--- src/rtl/mbt_pkg.sv ---
package mbt_pkg;

    localparam int MSG_DEPTH_DEFAULT = 64;

    localparam int OP_W    = 2;
    localparam int BYTE_W  = 8;
    localparam int SLOT_W  = 6;
    localparam int LEN_W   = 7;
    localparam int PER_W   = 16;
    localparam int TICK_W  = 17;
    localparam int BIT_W   = 3;

    localparam logic [PER_W-1:0]  BIT_PERIOD_RESET = 16'd100;
    localparam logic [TICK_W-1:0] TICK_MAX         = {TICK_W{1'b1}};
    localparam logic [BIT_W-1:0]  LAST_BIT         = {BIT_W{1'b1}};

    typedef enum logic [OP_W-1:0] {
        OP_WRITE = 2'd0,
        OP_START = 2'd1,
        OP_TICK  = 2'd2,
        OP_NOP   = 2'd3
    } t_op;

    typedef struct packed {
        t_op               op;
        logic [BYTE_W-1:0] byte_value;
        logic [SLOT_W-1:0] byte_slot;
        logic [LEN_W-1:0]  msg_length;
    } t_item;

    typedef struct packed {
        logic line_level;
        logic finished;
    } t_result;

endpackage

--- src/rtl/mbt_in_if.sv ---
interface mbt_in_if;
    import mbt_pkg::*;

    logic                valid;
    logic                ready;
    logic [OP_W-1:0]     op;
    logic [BYTE_W-1:0]   byte_value;
    logic [SLOT_W-1:0]   byte_slot;
    logic [LEN_W-1:0]    msg_length;

    modport source (output valid, output op, output byte_value, output byte_slot,
                    output msg_length, input ready);
    modport sink   (input valid, input op, input byte_value, input byte_slot,
                    input msg_length, output ready);
endinterface

--- src/rtl/mbt_out_if.sv ---
interface mbt_out_if;
    logic valid;
    logic ready;
    logic line_level;
    logic finished;

    modport source (output valid, output line_level, output finished, input ready);
    modport sink   (input valid, input line_level, input finished, output ready);
endinterface

--- src/rtl/mbt_cfg_if.sv ---
interface mbt_cfg_if;
    import mbt_pkg::*;

    logic             valid;
    logic             ready;
    logic [PER_W-1:0] data;

    modport source (output valid, output data, input ready);
    modport sink   (input valid, input data, output ready);
endinterface

--- src/rtl/mbt_ram.sv ---
module mbt_ram #(
    parameter int WIDTH = 8,
    parameter int DEPTH = 64,
    localparam int AW   = (DEPTH > 1) ? $clog2(DEPTH) : 1
) (
    input  logic             i_clk,
    input  logic             i_wr_en,
    input  logic [AW-1:0]    i_wr_addr,
    input  logic [WIDTH-1:0] i_wr_data,
    input  logic [AW-1:0]    i_rd_addr,
    output logic [WIDTH-1:0] o_rd_data
);
    logic [WIDTH-1:0] r_mem [DEPTH];
    logic [WIDTH-1:0] r_rd_data;

    // read returns the contents before a same-cycle write
    always_ff @(posedge i_clk) begin
        r_rd_data <= r_mem[i_rd_addr];
        if (i_wr_en) begin
            r_mem[i_wr_addr] <= i_wr_data;
        end
    end

    assign o_rd_data = r_rd_data;
endmodule

--- src/rtl/mbt_core.sv ---
module mbt_core import mbt_pkg::*; #(
    parameter int MSG_DEPTH = MSG_DEPTH_DEFAULT
) (
    input  logic             i_clk,
    input  logic             i_rst_n,
    input  logic             i_go,
    input  t_item            i_item,
    input  logic [PER_W-1:0] i_bit_period,
    output t_result          o_result
);
    localparam int AW = (MSG_DEPTH > 1) ? $clog2(MSG_DEPTH) : 1;

    logic [TICK_W-1:0] r_elapsed, n_elapsed;
    logic [TICK_W-1:0] r_interval, n_interval;
    logic [BIT_W-1:0]  r_bit, n_bit;
    logic [SLOT_W-1:0] r_pos, n_pos;
    logic              r_second, n_second;
    logic [LEN_W-1:0]  r_len, n_len;
    logic              r_done, n_done;
    logic              r_level, n_level;
    logic              r_fwd_hit;
    logic [BYTE_W-1:0] r_fwd_data;

    logic              wr_en;
    logic [AW-1:0]     wr_addr;
    logic [AW-1:0]     rd_addr;
    logic [BYTE_W-1:0] rd_data;
    logic [BYTE_W-1:0] cur_byte;
    logic              cur_bit;
    logic [TICK_W-1:0] elapsed_inc;
    logic [LEN_W-1:0]  next_pos;

    assign wr_en   = i_go && (i_item.op == OP_WRITE) && (32'(i_item.byte_slot) < MSG_DEPTH);
    assign wr_addr = AW'(i_item.byte_slot);
    // fetch the byte of the position that holds after this item
    assign rd_addr = AW'(n_pos);

    mbt_ram #(
        .WIDTH (BYTE_W),
        .DEPTH (MSG_DEPTH)
    ) u_store (
        .i_clk     (i_clk),
        .i_wr_en   (wr_en),
        .i_wr_addr (wr_addr),
        .i_wr_data (i_item.byte_value),
        .i_rd_addr (rd_addr),
        .o_rd_data (rd_data)
    );

    always_comb begin
        if (32'(r_pos) >= MSG_DEPTH) begin
            cur_byte = '0;
        end else if (r_fwd_hit) begin
            cur_byte = r_fwd_data;
        end else begin
            cur_byte = rd_data;
        end
        cur_bit     = cur_byte[r_bit];
        elapsed_inc = (r_elapsed != TICK_MAX) ? r_elapsed + 1'b1 : r_elapsed;
        next_pos    = {1'b0, r_pos} + 1'b1;

        n_elapsed  = r_elapsed;
        n_interval = r_interval;
        n_bit      = r_bit;
        n_pos      = r_pos;
        n_second   = r_second;
        n_len      = r_len;
        n_done     = r_done;
        n_level    = r_level;

        if (i_go) begin
            case (i_item.op)
                OP_START: begin
                    if (32'(i_item.msg_length) > MSG_DEPTH) begin
                        n_len = LEN_W'(MSG_DEPTH);
                    end else begin
                        n_len = i_item.msg_length;
                    end
                    n_done = 1'b0;
                end
                OP_TICK: begin
                    if (!r_done) begin
                        n_elapsed = elapsed_inc;
                        if (elapsed_inc >= r_interval) begin
                            n_elapsed  = '0;
                            n_interval = TICK_W'(i_bit_period >> 1);
                            if (!r_second) begin
                                n_level  = ~cur_bit;
                                n_second = 1'b1;
                            end else begin
                                n_level  = cur_bit;
                                n_second = 1'b0;
                                n_bit    = r_bit + 1'b1;
                                // byte done: gap of two bit periods, line low
                                if (r_bit == LAST_BIT) begin
                                    n_interval = {i_bit_period, 1'b0};
                                    n_level    = 1'b0;
                                    if (next_pos >= r_len) begin
                                        n_done = 1'b1;
                                        n_pos  = '0;
                                    end else begin
                                        n_pos  = next_pos[SLOT_W-1:0];
                                    end
                                end
                            end
                        end
                    end
                end
                default: begin
                end
            endcase
        end

        o_result.line_level = n_level;
        o_result.finished   = n_done;
    end

    always_ff @(posedge i_clk) begin
        if (!i_rst_n) begin
            r_elapsed  <= '0;
            r_interval <= TICK_W'(BIT_PERIOD_RESET >> 1);
            r_bit      <= '0;
            r_pos      <= '0;
            r_second   <= 1'b0;
            r_len      <= '0;
            r_done     <= 1'b1;
            r_level    <= 1'b0;
            r_fwd_hit  <= 1'b0;
        end else begin
            r_elapsed  <= n_elapsed;
            r_interval <= n_interval;
            r_bit      <= n_bit;
            r_pos      <= n_pos;
            r_second   <= n_second;
            r_len      <= n_len;
            r_done     <= n_done;
            r_level    <= n_level;
            // patch the store read when a write lands on the fetched entry
            r_fwd_hit  <= wr_en && (wr_addr == rd_addr);
        end
        r_fwd_data <= i_item.byte_value;
    end
endmodule

--- src/rtl/manchester_byte_transmitter.sv ---
// channel | dir | handshake     | payload
// i_in    | in  | valid / ready | op, byte_value, byte_slot, msg_length
// o_out   | out | valid / ready | line_level, finished
// i_cfg   | in  | valid / ready | data (bit_period, ticks per bit)
// One item per clock while the output is not stalled: an item is held in the
// input register and its result enters the output register when it moves on.
// The message store is read ahead at the position that follows each item,
// so the byte of a new position is ready for the next item.
// Reset (synchronous, active low) idles the line low with finished high.
// A stalled output holds both registers; the input accepts while either moves.
module manchester_byte_transmitter import mbt_pkg::*; #(
    parameter int MSG_DEPTH = MSG_DEPTH_DEFAULT
) (
    input  logic      i_clk,
    input  logic      i_rst_n,
    mbt_in_if.sink    i_in,
    mbt_out_if.source o_out,
    mbt_cfg_if.sink   i_cfg
);
    logic             r_in_valid;
    t_item            r_item;
    logic             r_out_valid;
    t_result          r_res;
    logic [PER_W-1:0] r_bit_period;
    t_result          core_res;
    logic             go;

    assign go          = r_in_valid && (!r_out_valid || o_out.ready);
    assign i_in.ready  = !r_in_valid || go;
    assign i_cfg.ready = 1'b1;

    assign o_out.valid      = r_out_valid;
    assign o_out.line_level = r_res.line_level;
    assign o_out.finished   = r_res.finished;

    always_ff @(posedge i_clk) begin
        if (!i_rst_n) begin
            r_in_valid   <= 1'b0;
            r_out_valid  <= 1'b0;
            r_bit_period <= BIT_PERIOD_RESET;
        end else begin
            if (i_in.valid && i_in.ready) begin
                r_in_valid <= 1'b1;
            end else if (go) begin
                r_in_valid <= 1'b0;
            end
            if (go) begin
                r_out_valid <= 1'b1;
            end else if (o_out.ready) begin
                r_out_valid <= 1'b0;
            end
            if (i_cfg.valid && i_cfg.ready) begin
                r_bit_period <= i_cfg.data;
            end
        end
        if (i_in.valid && i_in.ready) begin
            r_item.op         <= t_op'(i_in.op);
            r_item.byte_value <= i_in.byte_value;
            r_item.byte_slot  <= i_in.byte_slot;
            r_item.msg_length <= i_in.msg_length;
        end
        if (go) begin
            r_res <= core_res;
        end
    end

    mbt_core #(
        .MSG_DEPTH (MSG_DEPTH)
    ) u_core (
        .i_clk        (i_clk),
        .i_rst_n      (i_rst_n),
        .i_go         (go),
        .i_item       (r_item),
        .i_bit_period (r_bit_period),
        .o_result     (core_res)
    );

`ifndef SYNTHESIS
    a_start_clears_finished: assert property (@(posedge i_clk) disable iff (!i_rst_n)
        go && (r_item.op == OP_START) |=> !r_res.finished)
        else $error("start item did not clear finished");

    a_finished_line_low: assert property (@(posedge i_clk) disable iff (!i_rst_n)
        r_out_valid && r_res.finished |-> !r_res.line_level)
        else $error("line high while finished");

    a_item_holds_in_stall: assert property (@(posedge i_clk) disable iff (!i_rst_n)
        r_in_valid && !go |=> r_in_valid && $stable(r_item))
        else $error("pending item lost during stall");

    a_result_follows_item: assert property (@(posedge i_clk) disable iff (!i_rst_n)
        go |=> r_out_valid)
        else $error("processed item produced no result");
`endif
endmodule

--- src/flat_wrapper.sv ---
// flat-port wrapper written by rule: the top's interface ports become plain ports
module manchester_byte_transmitter_flat import mbt_pkg::*;
#(
    parameter int MSG_DEPTH = MSG_DEPTH_DEFAULT
)
  (i_clk, i_rst_n, i_in_valid, i_in_op, i_in_byte_value, i_in_byte_slot, i_in_msg_length, i_in_ready, o_out_valid, o_out_line_level, o_out_finished, o_out_ready, i_cfg_valid, i_cfg_data, i_cfg_ready);
  mbt_in_if i_in_i ();
  mbt_out_if o_out_i ();
  mbt_cfg_if i_cfg_i ();
  input  logic i_clk;
  input  logic i_rst_n;
  input wire logic [$bits(i_in_i.valid)-1:0] i_in_valid;
  input wire logic [$bits(i_in_i.op)-1:0] i_in_op;
  input wire logic [$bits(i_in_i.byte_value)-1:0] i_in_byte_value;
  input wire logic [$bits(i_in_i.byte_slot)-1:0] i_in_byte_slot;
  input wire logic [$bits(i_in_i.msg_length)-1:0] i_in_msg_length;
  output wire logic [$bits(i_in_i.ready)-1:0] i_in_ready;
  output wire logic [$bits(o_out_i.valid)-1:0] o_out_valid;
  output wire logic [$bits(o_out_i.line_level)-1:0] o_out_line_level;
  output wire logic [$bits(o_out_i.finished)-1:0] o_out_finished;
  input wire logic [$bits(o_out_i.ready)-1:0] o_out_ready;
  input wire logic [$bits(i_cfg_i.valid)-1:0] i_cfg_valid;
  input wire logic [$bits(i_cfg_i.data)-1:0] i_cfg_data;
  output wire logic [$bits(i_cfg_i.ready)-1:0] i_cfg_ready;
  assign i_in_i.valid = i_in_valid;
  assign i_in_i.op = i_in_op;
  assign i_in_i.byte_value = i_in_byte_value;
  assign i_in_i.byte_slot = i_in_byte_slot;
  assign i_in_i.msg_length = i_in_msg_length;
  assign i_in_ready = i_in_i.ready;
  assign o_out_valid = o_out_i.valid;
  assign o_out_line_level = o_out_i.line_level;
  assign o_out_finished = o_out_i.finished;
  assign o_out_i.ready = o_out_ready;
  assign i_cfg_i.valid = i_cfg_valid;
  assign i_cfg_i.data = i_cfg_data;
  assign i_cfg_ready = i_cfg_i.ready;
  manchester_byte_transmitter #(.MSG_DEPTH(MSG_DEPTH)) u_core (.i_clk(i_clk), .i_rst_n(i_rst_n), .i_in(i_in_i), .o_out(o_out_i), .i_cfg(i_cfg_i));
endmodule
--- config.mk ---
export PLATFORM = sky130hd
export DESIGN_NAME = manchester_byte_transmitter_flat
export DESIGN_NICKNAME = d
export VERILOG_FILES = /design/src/rtl/mbt_pkg.sv /design/src/rtl/mbt_in_if.sv /design/src/rtl/mbt_out_if.sv /design/src/rtl/mbt_cfg_if.sv /design/src/rtl/mbt_ram.sv /design/src/rtl/mbt_core.sv /design/src/rtl/manchester_byte_transmitter.sv /design/src/flat_wrapper.sv
export SDC_FILE = /design/constraint.sdc
export NUM_CORES = 1
export LEC_CHECK = 0
export BUFFER_PORTS_ARGS = -buffer_cell sky130_fd_sc_hd__buf_2
export CORE_MARGIN = 1.5
export CORE_UTILIZATION = 30
export DETAILED_ROUTE_END_ITERATION = 8
export HOLD_SLACK_MARGIN = 0.03
export MAX_ROUTING_LAYER = met4
export PLACE_DENSITY = 0.5
export SYNTH_ARGS = -nofsm -noshare
export SYNTH_HDL_FRONTEND = slang
export SYNTH_SLANG_ARGS = --single-unit
--- constraint.sdc ---
create_clock -name i_clk -period 9.1 [get_ports i_clk]
set_input_delay 0.91 -clock i_clk [delete_from_list [all_inputs] [get_ports i_clk]]
set_output_delay 0.91 -clock i_clk [all_outputs]
set_load 0.005 [all_outputs]
==> metrics.txt <==
final design utilization 34.1%; Max clock buf depth 3; GRT Overall Usage 16.8%; Synth top area share 60.6%; floorplan core area 88100 um2; fill count 8686; type of origin of the critical path flip-flop; compound-gate portion of the synthesized area 13.0%; actual slew at the worst max-slew pin 1260 ps; final WL 74300 um; reg2reg start u_core.u_core.r_elapsed[0]; Setup Crit Path Kind flip-flop to flip-flop; total CTS buffers 68; post-synthesis mux area share under 10%; Synth Warn # 0; Setup Total Neg Slack 0 ps; post-synthesis simple-gate area fraction roughly an eighth; hpwl dp 44900 um; Routed WL per cell 22.9 um; Rel. slew slack between 15 and 20%; vias per inst 5.24; Synth area leaders edfxtp_1 (61%), dfxtp_1 (6.6%), and3_1 (4.2%); synth cell count leaders edfxtp_1 (537), and3_1 (177), nand2_1 (154), nor2_1 (127), clkbuf_1 (114); Synth Cell Area 26600 um2; dpl cell area 28000 um2; Setup violations, final 0; Chip Height between 300 and 400 um; max-cap viol count 0; largest net degree at the start of global routing 156; endpoint class of the critical path flip-flop; Synth Area in Adders 1.46%; setup repair bufs after CTS 0; Die X ~300 um; CP Launch Point u_core.u_core.r_elapsed[0]; Unique masters post-synth 64; GPL Wtd Cong 0.855; final max-slew violation count 0; Max VDD drop ~0.14 mV; critical-path cell list ha_1, nand2_1, nor4_1, nand3_1, and4_1, nand3_1, nor2_1, nand4_1, xnor2_1, ha_1, nand4_1, or4_4, o211a_4, or4_4, nand2_4, buf_4, a211oi_1, nor4_1, o22ai_1, a211oi_1; area added between synthesis and finish 12.9%; initial antenna violation count 3; num rows 109; Slowest-stage cell, CP or4_4; Die ar. ~90000 um2; Synth Area in XOR/XNOR 0.888%; DRT Pass-1 Iters 5; fin crit share 77.7%; number of global-route vias before repair 17000; # DRC 0; HP Start u_core.u_core.r_interval[15]; largest family of logic cells by synthesized area compound AO/OA/AOI/OAI gates; post-synth top area cell edfxtp_1; cts hold-fix bufs 0; post-synthesis instance total 2037; CP delay by family, top simple AND/OR/NAND/NOR gates; share of flip-flops with an asynchronous set or reset 0%; final hold viol count 0; port bufs 47; Clock Latency Late Sink 610 ps; number of vias in the routed layout 17000; number of synthesized flops with an enable pin about 540; r2r setup slk 2030 ps; Synth Flop Type edfxtp_1; Final Instance Area 30100 um2; H-tree depth 3; worst-path maximum fanout 90; outcome completed; CP bufs+invs 1; clock sink count 625; clock slew at reported path FFs around 60 ps; Routed Antenna Nets 0; Hold Path Class flip-flop to flip-flop; clock root buffer master clkbuf_16; Initial DRC Count 1455; first-pass GRT wire length 110000 um; Setup Skew about 33 ps; Crit path arrival time ~7600 ps; Final Critical Period 7070 ps; Fmax 142 MHz; layout cells sized above 1 9.86%; initial core utilization 30.2%; cell area power density 195 nW/um2; sequential share of the synthesized area 67.2%; I/O pins 49; gr ovfl total 0; critical path data required time 9620 ps; RSZ-0062 raised after global routing false; Critical Path Max Stage Delay 920 ps; # nets final between 2000 and 2500; P_leak 0.00977 uW; Mean Syn Cell Area 13.1 um2; syn nets 2112; CTS tree yes; register bit total from synthesis ~630; most numerous cell in the Yosys netlist edfxtp_1; post-CTS resize count 0
[power by group]
group | switching [uW] | internal (uW) | leakage, uW
Sequential | 12.7 | 3120 | 0.00556
Clock | 1130 | 1490 | 0.00103
Combinational | 77.8 | 23.0 | 0.00318
[tightest hold or removal path, cell delays in order, from the launching register on]
cell and delay, ps:
dfxtp_1 310, nand2_1 50, a21oi_1 50
[cell usage in the layout, fill, tap and decap left out, types with 19 or more instances in the layout]
cell	netlist	routed
a211oi_1	99	99
a21boi_0	93	93
a21oi_1	39	38
a311oi_1	28	28
and3_1	177	177
buf_2	24	47
buf_4	3	26
clkbuf_16	0	68
dfxtp_1	88	88
edfxtp_1	537	537
ha_1	31	31
inv_1	28	28
mux2i_1	46	44
nand2_1	154	154
nand3_1	29	29
nand4_1	24	24
nor2_1	127	126
o21ai_0	87	86
o31ai_1	22	22
xnor2_1	19	19
[final timing paths]
kind                                   endpoint  depth (start not counted)
max          u_core.u_core.u_store.o_rd_data[0]                         20
min                u_core.u_core.r_interval[15]                          2
max reg2reg  u_core.u_core.u_store.o_rd_data[0]                         20
min reg2reg        u_core.u_core.r_interval[15]                          2
[per-stage QoR]
step / hold WS (ps) / std cells / setup slack, ps / total power (uW)
floorplan: 432 / 2037 / 4170 / 3240
global placement: 446 / 3125 / 2300 / 3300
detailed placement: 456 / 3125 / 2170 / 3300
CTS: 445 / 3245 / 2140 / 5910
global route: 464 / 3246 / 1580 / 6020
finish: 464 / 3246 / 2030 / 5860
[cell type report]
class	instances	area, um2	share of cell area (%)
antenna	1	2.50	0.00833
sequential	625	17900	59.5
multi-input combinational	1232	8040	26.8
clock inverter	29	239	0.795
clock buffer	91	1850	6.15
timing repair buffer	75	470	1.57
tap	1165	1460	4.85
inverter	28	105	0.350
[kinds of logic (layout without fill, tap and decap cells)]
group	after synthesis	count (layout)
DFF	625	625
and+or+nand+nor	611	611
AOI/OAI and AO/OA	499	499
buffers and inverters	180	223
muxes	63	63
adders and majority gates	31	31
xor gates and xnor gates	27	27
other	1	2
[state kept, by name, indices dropped and copies added (netlist names)]
register	flops
u_core.u_core.r_elapsed	17
u_core.u_core.r_interval	17
u_core.o_out.line_level	1
u_core.u_core.u_store.r_mem	512
u_core.u_core.r_fwd_data	8
u_core.u_core.r_second	1
u_core.u_core.r_fwd_hit	1
u_core.r_item	23
u_core.o_out.valid	1
u_core.o_out.finished	1
u_core.u_core.r_level	1
u_core.u_core.r_done	1
u_core.u_core.u_store.o_rd_data	8
u_core.u_core.r_len	7
u_core.r_in_valid	1
u_core.u_core.r_pos	6
u_core.u_core.r_bit	3
u_core.r_bit_period	16
[layer usage]
| metal | routed length, um | vias up | track usage, % |
|---|---|---|---|
| li1 | - | 7856 | - |
| met1 | 32100 | 8545 | 21.3 |
| met2 | 35500 | 449 | 26.9 |
| met3 | 4040 | 145 | 3.09 |
| met4 | 2590 | 0 | 6.20 |
| met5 | 0 | - | - |
Note: power is estimated with default switching activity, not from simulation.
